### config.mk
export PLATFORM = sky130hd
export DESIGN_NAME = longest_unique_run_tracker_flat
export DESIGN_NICKNAME = d
export VERILOG_FILES = /design/src/sv/lurt_pkg.sv /design/src/sv/lurt_in_if.sv /design/src/sv/lurt_out_if.sv /design/src/sv/lurt_pos_table.sv /design/src/sv/lurt_window.sv /design/src/sv/longest_unique_run_tracker.sv /design/src/flat_wrapper.sv
export SDC_FILE = /design/constraint.sdc
export NUM_CORES = 2
export LEC_CHECK = 0
export ABC_CLOCK_PERIOD_IN_PS = 8500
export BUFFER_PORTS_ARGS = -buffer_cell sky130_fd_sc_hd__clkbuf_2
export CORE_ASPECT_RATIO = 0.5
export CORE_MARGIN = 2
export CORE_UTILIZATION = 50
export DETAILED_ROUTE_END_ITERATION = 7
export PLACE_DENSITY = 0.75
export SLEW_MARGIN = 15
export SYNTH_ARGS = -nofsm -noshare
export SYNTH_HDL_FRONTEND = slang
export SYNTH_SLANG_ARGS = --single-unit
### constraint.sdc
create_clock -name clk_i -period 8.5 [get_ports clk_i]
set_input_delay 1.275 -clock clk_i [delete_from_list [all_inputs] [get_ports clk_i]]
set_output_delay 1.275 -clock clk_i [all_outputs]
set_load 0.02 [all_outputs]
### src/sv/lurt_pkg.sv
// Shared widths and defaults for the longest unique run tracker.
`default_nettype none

package lurt_pkg;

  localparam int unsigned CHAR_W          = 8;
  localparam int unsigned LEN_W           = 17;
  localparam int unsigned SYMBOLS         = 256;
  localparam int unsigned DEF_MAX_LEN     = 65536;
  localparam int unsigned DEF_ALPHABET    = 256;

endpackage

`default_nettype wire

### src/sv/lurt_in_if.sv
// Input channel: one string byte per transfer.
`default_nettype none

interface lurt_in_if;
  import lurt_pkg::*;

  logic              valid;
  logic              ready;
  logic [CHAR_W-1:0] char_byte;
  logic              end_of_string;

  modport source (output valid, char_byte, end_of_string, input ready);
  modport sink   (input valid, char_byte, end_of_string, output ready);
endinterface

`default_nettype wire

### src/sv/lurt_out_if.sv
// Output channel: one run-length result per transfer.
`default_nettype none

interface lurt_out_if;
  import lurt_pkg::*;

  logic             valid;
  logic             ready;
  logic [LEN_W-1:0] longest_length;
  logic [LEN_W-1:0] window_length;
  logic             string_done;
  logic             overflow;

  modport source (output valid, longest_length, window_length, string_done, overflow,
                  input ready);
  modport sink   (input valid, longest_length, window_length, string_done, overflow,
                  output ready);
endinterface

`default_nettype wire

### src/sv/lurt_pos_table.sv
// Last-position memory with registered read and write-to-read forwarding.
`default_nettype none

module lurt_pos_table #(
  parameter int unsigned MAX_LEN = lurt_pkg::DEF_MAX_LEN,
  parameter int unsigned DEPTH   = lurt_pkg::SYMBOLS
) (
  input  wire logic                       clk_i,
  input  wire logic                       rd_en_i,
  input  wire logic [$clog2(DEPTH)-1:0]   rd_addr_i,
  input  wire logic                       wr_en_i,
  input  wire logic [$clog2(DEPTH)-1:0]   wr_addr_i,
  input  wire logic [$clog2(MAX_LEN)-1:0] wr_data_i,
  output logic      [$clog2(MAX_LEN)-1:0] rd_data_o
);
  import lurt_pkg::*;

  localparam int unsigned PW = $clog2(MAX_LEN);

  logic [PW-1:0] mem_q [DEPTH];
  logic [PW-1:0] rd_q;
  logic          fwd_q;
  logic [PW-1:0] fwd_data_q;

  always_ff @(posedge clk_i) begin
    if (wr_en_i) begin
      mem_q[wr_addr_i] <= wr_data_i;
    end
    if (rd_en_i) begin
      rd_q <= mem_q[rd_addr_i];
    end
  end

  // bypass a write that lands on the address being read in the same cycle
  always_ff @(posedge clk_i) begin
    if (rd_en_i) begin
      fwd_q      <= wr_en_i && (wr_addr_i == rd_addr_i);
      fwd_data_q <= wr_data_i;
    end
  end

  assign rd_data_o = fwd_q ? fwd_data_q : rd_q;

endmodule

`default_nettype wire

### src/sv/lurt_window.sv
// Window state: seen marks, window start, position, best length and overflow.
`default_nettype none

module lurt_window #(
  parameter int unsigned MAX_LEN = lurt_pkg::DEF_MAX_LEN,
  parameter int unsigned DEPTH   = lurt_pkg::SYMBOLS
) (
  input  wire logic                       clk_i,
  input  wire logic                       rst_ni,
  input  wire logic                       process_i,
  input  wire logic [$clog2(DEPTH)-1:0]   sym_i,
  input  wire logic                       eos_i,
  input  wire logic [$clog2(MAX_LEN)-1:0] last_pos_i,
  output logic                            wr_en_o,
  output logic      [$clog2(DEPTH)-1:0]   wr_addr_o,
  output logic      [$clog2(MAX_LEN)-1:0] wr_data_o,
  output logic      [lurt_pkg::LEN_W-1:0] longest_o,
  output logic      [lurt_pkg::LEN_W-1:0] window_o,
  output logic                            overflow_o
);
  import lurt_pkg::*;

  localparam int unsigned PW = $clog2(MAX_LEN);
  localparam int unsigned LW = $clog2(MAX_LEN + 1);

  logic [DEPTH-1:0] seen_q, seen_d;
  logic [PW-1:0]    start_q, start_d;
  logic [LW-1:0]    next_q, next_d;
  logic [LW-1:0]    best_q, best_d;
  logic             ovf_q, ovf_d;

  logic          at_limit;
  logic          hit;
  logic [PW-1:0] start_step;
  logic [LW-1:0] next_step;
  logic [LW-1:0] win_step;
  logic [LW-1:0] win_hold;
  logic [LW-1:0] best_step;

  always_comb begin
    at_limit   = (next_q == LW'(MAX_LEN));
    hit        = seen_q[sym_i] && (last_pos_i >= start_q);
    start_step = hit ? last_pos_i + PW'(1) : start_q;
    next_step  = next_q + LW'(1);
    win_step   = next_step - LW'(start_step);
    win_hold   = next_q - LW'(start_q);
    best_step  = (win_step > best_q) ? win_step : best_q;
  end

  always_comb begin
    seen_d  = seen_q;
    start_d = start_q;
    next_d  = next_q;
    best_d  = best_q;
    ovf_d   = ovf_q;
    if (process_i) begin
      if (at_limit) begin
        ovf_d = 1'b1;
      end else begin
        seen_d[sym_i] = 1'b1;
        start_d       = start_step;
        next_d        = next_step;
        best_d        = best_step;
      end
      if (eos_i) begin
        seen_d  = '0;
        start_d = '0;
        next_d  = '0;
        best_d  = '0;
        ovf_d   = 1'b0;
      end
    end
  end

  always_comb begin
    wr_en_o    = process_i && !at_limit;
    wr_addr_o  = sym_i;
    wr_data_o  = next_q[PW-1:0];
    longest_o  = at_limit ? LEN_W'(best_q) : LEN_W'(best_step);
    window_o   = at_limit ? LEN_W'(win_hold) : LEN_W'(win_step);
    overflow_o = at_limit || ovf_q;
  end

  always_ff @(posedge clk_i or negedge rst_ni) begin
    if (!rst_ni) begin
      seen_q  <= '0;
      start_q <= '0;
      next_q  <= '0;
      best_q  <= '0;
      ovf_q   <= 1'b0;
    end else begin
      seen_q  <= seen_d;
      start_q <= start_d;
      next_q  <= next_d;
      best_q  <= best_d;
      ovf_q   <= ovf_d;
    end
  end

`ifndef SYNTHESIS
  assert property (@(posedge clk_i) disable iff (!rst_ni) LW'(start_q) <= next_q)
    else $error("window start passed the next position");
  assert property (@(posedge clk_i) disable iff (!rst_ni) next_q <= LW'(MAX_LEN))
    else $error("position counter beyond saturation");
  assert property (@(posedge clk_i) disable iff (!rst_ni) best_q >= win_hold)
    else $error("best length below current window");
  assert property (@(posedge clk_i) disable iff (!rst_ni)
    process_i && eos_i |=> (seen_q == '0) && (next_q == '0) && (best_q == '0) && !ovf_q)
    else $error("string state not cleared after final byte");
  assert property (@(posedge clk_i) disable iff (!rst_ni) ovf_q |-> at_limit)
    else $error("overflow set below the length limit");
`endif

endmodule

`default_nettype wire

### src/sv/longest_unique_run_tracker.sv
// Top level: longest repeat-free run tracker over a byte stream.
//
//   channel  modport            transfer carries
//   in_i     lurt_in_if.sink    char_byte, end_of_string
//   out_o    lurt_out_if.source longest_length, window_length, string_done, overflow
//
// One byte per cycle while out_o is ready; results pass the lookup and output registers.
// Throughput is set by one read-modify-write of the last-position memory per byte,
// with a same-address write forwarded into the following read.
// Reset clears the seen marks (flip-flops) and counters at once; no clearing pass.
// A stalled output holds its result; the lookup stage still takes one more byte.
`default_nettype none

module longest_unique_run_tracker #(
  parameter int unsigned MAX_LEN  = lurt_pkg::DEF_MAX_LEN,
  parameter int unsigned ALPHABET = lurt_pkg::DEF_ALPHABET
) (
  input  wire logic   clk_i,
  input  wire logic   rst_ni,
  lurt_in_if.sink     in_i,
  lurt_out_if.source  out_o
);
  import lurt_pkg::*;

  localparam int unsigned DEPTH = (ALPHABET < SYMBOLS) ? ALPHABET : SYMBOLS;
  localparam int unsigned SW    = $clog2(DEPTH);
  localparam int unsigned PW    = $clog2(MAX_LEN);

  logic [SW-1:0] fold_tbl [SYMBOLS];

  for (genvar g = 0; g < SYMBOLS; g++) begin : g_fold
    localparam int unsigned Folded = g % ALPHABET;
    assign fold_tbl[g] = SW'(Folded);
  end

  logic             in_fire;
  logic             s1_fire;
  logic [SW-1:0]    in_sym;
  logic             s1_valid_q;
  logic [SW-1:0]    s1_sym_q;
  logic             s1_eos_q;
  logic             out_valid_q;
  logic [LEN_W-1:0] out_longest_q;
  logic [LEN_W-1:0] out_window_q;
  logic             out_done_q;
  logic             out_ovf_q;

  logic             wr_en;
  logic [SW-1:0]    wr_addr;
  logic [PW-1:0]    wr_data;
  logic [PW-1:0]    last_pos;
  logic [LEN_W-1:0] res_longest;
  logic [LEN_W-1:0] res_window;
  logic             res_ovf;

  always_comb begin
    s1_fire    = s1_valid_q && (!out_valid_q || out_o.ready);
    in_i.ready = !s1_valid_q || s1_fire;
    in_fire    = in_i.valid && in_i.ready;
    in_sym     = fold_tbl[in_i.char_byte];
  end

  lurt_pos_table #(
    .MAX_LEN (MAX_LEN),
    .DEPTH   (DEPTH)
  ) u_table (
    .clk_i     (clk_i),
    .rd_en_i   (in_fire),
    .rd_addr_i (in_sym),
    .wr_en_i   (wr_en),
    .wr_addr_i (wr_addr),
    .wr_data_i (wr_data),
    .rd_data_o (last_pos)
  );

  lurt_window #(
    .MAX_LEN (MAX_LEN),
    .DEPTH   (DEPTH)
  ) u_window (
    .clk_i      (clk_i),
    .rst_ni     (rst_ni),
    .process_i  (s1_fire),
    .sym_i      (s1_sym_q),
    .eos_i      (s1_eos_q),
    .last_pos_i (last_pos),
    .wr_en_o    (wr_en),
    .wr_addr_o  (wr_addr),
    .wr_data_o  (wr_data),
    .longest_o  (res_longest),
    .window_o   (res_window),
    .overflow_o (res_ovf)
  );

  always_ff @(posedge clk_i or negedge rst_ni) begin
    if (!rst_ni) begin
      s1_valid_q  <= 1'b0;
      out_valid_q <= 1'b0;
    end else begin
      if (in_fire) begin
        s1_valid_q <= 1'b1;
      end else if (s1_fire) begin
        s1_valid_q <= 1'b0;
      end
      if (s1_fire) begin
        out_valid_q <= 1'b1;
      end else if (out_o.ready) begin
        out_valid_q <= 1'b0;
      end
    end
  end

  always_ff @(posedge clk_i) begin
    if (in_fire) begin
      s1_sym_q <= in_sym;
      s1_eos_q <= in_i.end_of_string;
    end
    if (s1_fire) begin
      out_longest_q <= res_longest;
      out_window_q  <= res_window;
      out_done_q    <= s1_eos_q;
      out_ovf_q     <= res_ovf;
    end
  end

  always_comb begin
    out_o.valid          = out_valid_q;
    out_o.longest_length = out_longest_q;
    out_o.window_length  = out_window_q;
    out_o.string_done    = out_done_q;
    out_o.overflow       = out_ovf_q;
  end

endmodule

`default_nettype wire

### src/flat_wrapper.sv
// flat-port wrapper written by rule: the top's interface ports become plain ports
module longest_unique_run_tracker_flat import lurt_pkg::*;
#(
  parameter int unsigned MAX_LEN  = lurt_pkg::DEF_MAX_LEN,
  parameter int unsigned ALPHABET = lurt_pkg::DEF_ALPHABET
)
  (clk_i, rst_ni, in_i_valid, in_i_char_byte, in_i_end_of_string, in_i_ready, out_o_valid, out_o_longest_length, out_o_window_length, out_o_string_done, out_o_overflow, out_o_ready);
  lurt_in_if in_i_i ();
  lurt_out_if out_o_i ();
  input  wire logic clk_i;
  input  wire logic rst_ni;
  input wire logic [$bits(in_i_i.valid)-1:0] in_i_valid;
  input wire logic [$bits(in_i_i.char_byte)-1:0] in_i_char_byte;
  input wire logic [$bits(in_i_i.end_of_string)-1:0] in_i_end_of_string;
  output wire logic [$bits(in_i_i.ready)-1:0] in_i_ready;
  output wire logic [$bits(out_o_i.valid)-1:0] out_o_valid;
  output wire logic [$bits(out_o_i.longest_length)-1:0] out_o_longest_length;
  output wire logic [$bits(out_o_i.window_length)-1:0] out_o_window_length;
  output wire logic [$bits(out_o_i.string_done)-1:0] out_o_string_done;
  output wire logic [$bits(out_o_i.overflow)-1:0] out_o_overflow;
  input wire logic [$bits(out_o_i.ready)-1:0] out_o_ready;
  assign in_i_i.valid = in_i_valid;
  assign in_i_i.char_byte = in_i_char_byte;
  assign in_i_i.end_of_string = in_i_end_of_string;
  assign in_i_ready = in_i_i.ready;
  assign out_o_valid = out_o_i.valid;
  assign out_o_longest_length = out_o_i.longest_length;
  assign out_o_window_length = out_o_i.window_length;
  assign out_o_string_done = out_o_i.string_done;
  assign out_o_overflow = out_o_i.overflow;
  assign out_o_i.ready = out_o_ready;
  longest_unique_run_tracker #(.MAX_LEN(MAX_LEN), .ALPHABET(ALPHABET)) u_core (.clk_i(clk_i), .rst_ni(rst_ni), .in_i(in_i_i), .out_o(out_o_i));
endmodule
==> metrics <==
share of layout cells above drive strength 1=30.4%; Final Max Tran Viols=0; RSZ-0062 raised after global routing=false; Least-Margin Pin Slew=1.30 ns; Iter 0 DRT Violations=14200; outcome=complete, no violations; effective utilization at floorplan=between 50 and 60%; pre-CTS setup slack=0.226 ns; CTS Hold Bufs=0; Layout Nets=8047; number of placement rows=about 150; first-pass GRT wire length=638 mm; global-route usage over all layers=25.0%; Top FF cell, synth=edfxtp_1; max cap viols=0; Synth cell types=68; R2R Setup Slk=0.67 ns; Yosys reg bits=approximately 4500; design area=around 200000 um2; largest family of logic cells by synthesized area=multiplexers; Pleak=roughly 0.055 uW; final hold violation count=0; setup TNS=0 ns; share of the synthesized area in the top cell type=71.7%; clock skew=0.0605 ns; Clock transition at path regs=about 0.06 ns; Post-synth EDFFs=4174; Vias=85800; asr flop ratio synth=6.89%; Layout Cells excl Fill=~13000; # setup viols final=0; Die Area=355000 um2; Die W=840 um; pwr/cell area=229 nW/um2; Num CTS Buffers=392; Post-Syn Instances=7587; largest net degree at the start of global routing=approximately 250; mux cell area share after synthesis=between 10% and 20%; placed cells=12200; cell taking the most area after synthesis=edfxtp_1; post-route minimum period=7.83 ns; Worst path slowest cell=edfxtp_1; crit path max fanout=19; CP top delay family=compound AO/OA/AOI/OAI gates; post-synthesis net count=7670; Hold Crit Class=primary input to async pin; Max Fclk=0.128 GHz; startpoint types=flip-flop; routability cong.=0.855; initial antenna violation count=19; die height=422 um; XOR/XNOR share of the synthesized area=less than 1%; Worst EP required=9.31 ns; placed cell area=183000 um2; Final Cycle Share=92.2%; worst setup margin=0.667 ns; Residual DRC=0; Port Buffers=50; Routed WL=~450 mm; I/O pins=51; Syn. warnings=0; Crit path buffers/inverters=2; most common cell after layout, fill and taps aside=edfxtp_1; maximum vdd ir drop=0.182 mV; WL/cell=34.5 um; Post-Synth Adder-Cell Area=less than 1%; CTS tree=yes; area of the core=348000 um2; fin util=56.1%; 1st-pass router iterations=6; Mapped Area=between 150000 and 200000 um2; antenna viol nets, final=0; H-tree depth=5; root buf cell=clkbuf_16; Compound-Gate Fraction of Synth Area=2.08%; Worst EP arrival=approximately 8.6 ns; CP Capture Type=flip-flop; Longest Clk Path Bufs=4; most frequent cells in the layout=edfxtp_1, mux4_2, clkbuf_16, buf_4, dfrtp_1; kind of critical path=flip-flop to flip-flop; Critical Path Max Stage Delay=1.18 ns; vias in the first global route=85900; Final HPWL DP=246 mm; Skew-Pair Late Insertion Delay=0.94 ns; Mean Syn Cell Area=23.0 um2; gr ovfl total=0; area delta synth->final=11.6%; largest cells by area after synthesis=edfxtp_1, mux4_2, dfrtp_1; clk sink count=4483; Slew headroom=13.6%; sequential-to-total area share from yosys stat=roughly 76%; Via density=6.64; Post-Synth Simple-Gate Area=1.34%
-- cell usage after synthesis (6+ instances only) --
library cell and n:
mux2_2 12, nand3b_1 6, nor3_1 20, a22oi_1 35, and3_1 11, xor2_1 18, o21ai_0 50, dfrtp_1 309
nand3_1 30, o21a_1 265, nor2b_1 16, a21oi_1 25, nand2_1 93, clkbuf_1 243, nand2b_1 13, mux2i_1 47
nand4_1 14, buf_4 17, mux4_2 1408, buf_1 40, a211oi_1 12, and2_1 9, edfxtp_1 4174, buf_2 103
inv_1 59, buf_6 8, a21o_1 12, ha_1 68, xnor2_1 39, a22o_1 45, nor2_1 312
-- final cells by class --
class	count	area, um2
Clock buffer	499	10400
Fill cell	24200	153000
Sequential cell	4483	133000
Inverter	61	229
Timing Repair Buffer	394	3230
Clock inverter	200	1890
Tap cell	4650	5820
Antenna cell	3	7.51
Multi-Input combinational cell	2632	40400
-- worst paths after layout --
check                      cells past startpoint                                endpoint                                    from
max                                           27  u_core.u_window.best_q[10]$_DFFE_PN0P_            u_core.s1_sym_q[3]$_DFFE_PP_
min reg2reg                                    1  u_core.u_window.seen_q[96]$_DFFE_PN0P_  u_core.u_window.seen_q[96]$_DFFE_PN0P_
max in group asynchronous                      2   u_core.u_window.next_q[4]$_DFFE_PN0P_                                  rst_ni
min in group clk_i                             1  u_core.u_window.seen_q[96]$_DFFE_PN0P_  u_core.u_window.seen_q[96]$_DFFE_PN0P_
min                                            1  u_core.u_window.seen_q[46]$_DFFE_PN0P_                                  rst_ni
max reg2reg                                   27  u_core.u_window.best_q[10]$_DFFE_PN0P_            u_core.s1_sym_q[3]$_DFFE_PP_
-- per-layer routing --
| metal | track usage [%] | wire length (um) | up-vias |
|---|---|---|---|
| met3 | 6.92 | 56300 | 833 |
| met1 | 35.4 | 165000 | 45700 |
| met2 | 38.6 | 211000 | 6291 |
| met4 | 7.36 | 13900 | 14 |
| met5 | 0 | 92 | - |
| li1 | - | - | 32900 |
-- where the power goes --
| group | internal [uW] | total (uW) | switching, uW |
|---|---|---|---|
| Combinational | 969 | 2670 | 1700 |
| Clock | 9620 | 17500 | 7910 |
| Sequential | 24300 | 24400 | 127 |
| Total | 34900 | 44600 | 9750 |
-- metrics by stage --
stage | hold slack, ns | total power, uW
2_1_floorplan | 0.424 | 26600
3_3_place_gp | 0.468 | 27500
3_5_place_dp | 0.474 | 27500
4_1_cts | 0.321 | 44700
5_1_grt | 0.367 | 45700
6_report | 0.347 | 44600
-- cell families (layout without fill, tap and decap cells) --
family | after synthesis | after routing
adders and majority gates | 70 | 70
xor gates and xnor gates | 57 | 57
and+or+nand+nor | 543 | 543
buffers and inverters | 472 | 1154
muxes | 1467 | 1467
AOI/OAI and AO/OA | 495 | 495
other | 0 | 3
DFF | 4483 | 4483
-- state kept, by name (all words and copies together) (netlist names), 8 cells and up --
signal,count
u_core.u_table.rd_q,16
u_core.u_window.best_q,17
u_core.u_table.fwd_data_q,16
u_core.u_table.mem_q,4096
u_core.u_window.next_q,17
u_core.u_window.seen_q,256
u_core.u_window.start_q,16
u_core.out_o.window_length,17
u_core.s1_sym_q,8
u_core.out_o.longest_length,17
-- timing repair --
action | CTS | global route
setup buffers | 0 | 4
endpoints found under the setup margin | 0 | 34
resized for setup | 0 | 1
(Power assumes the default switching activity.)
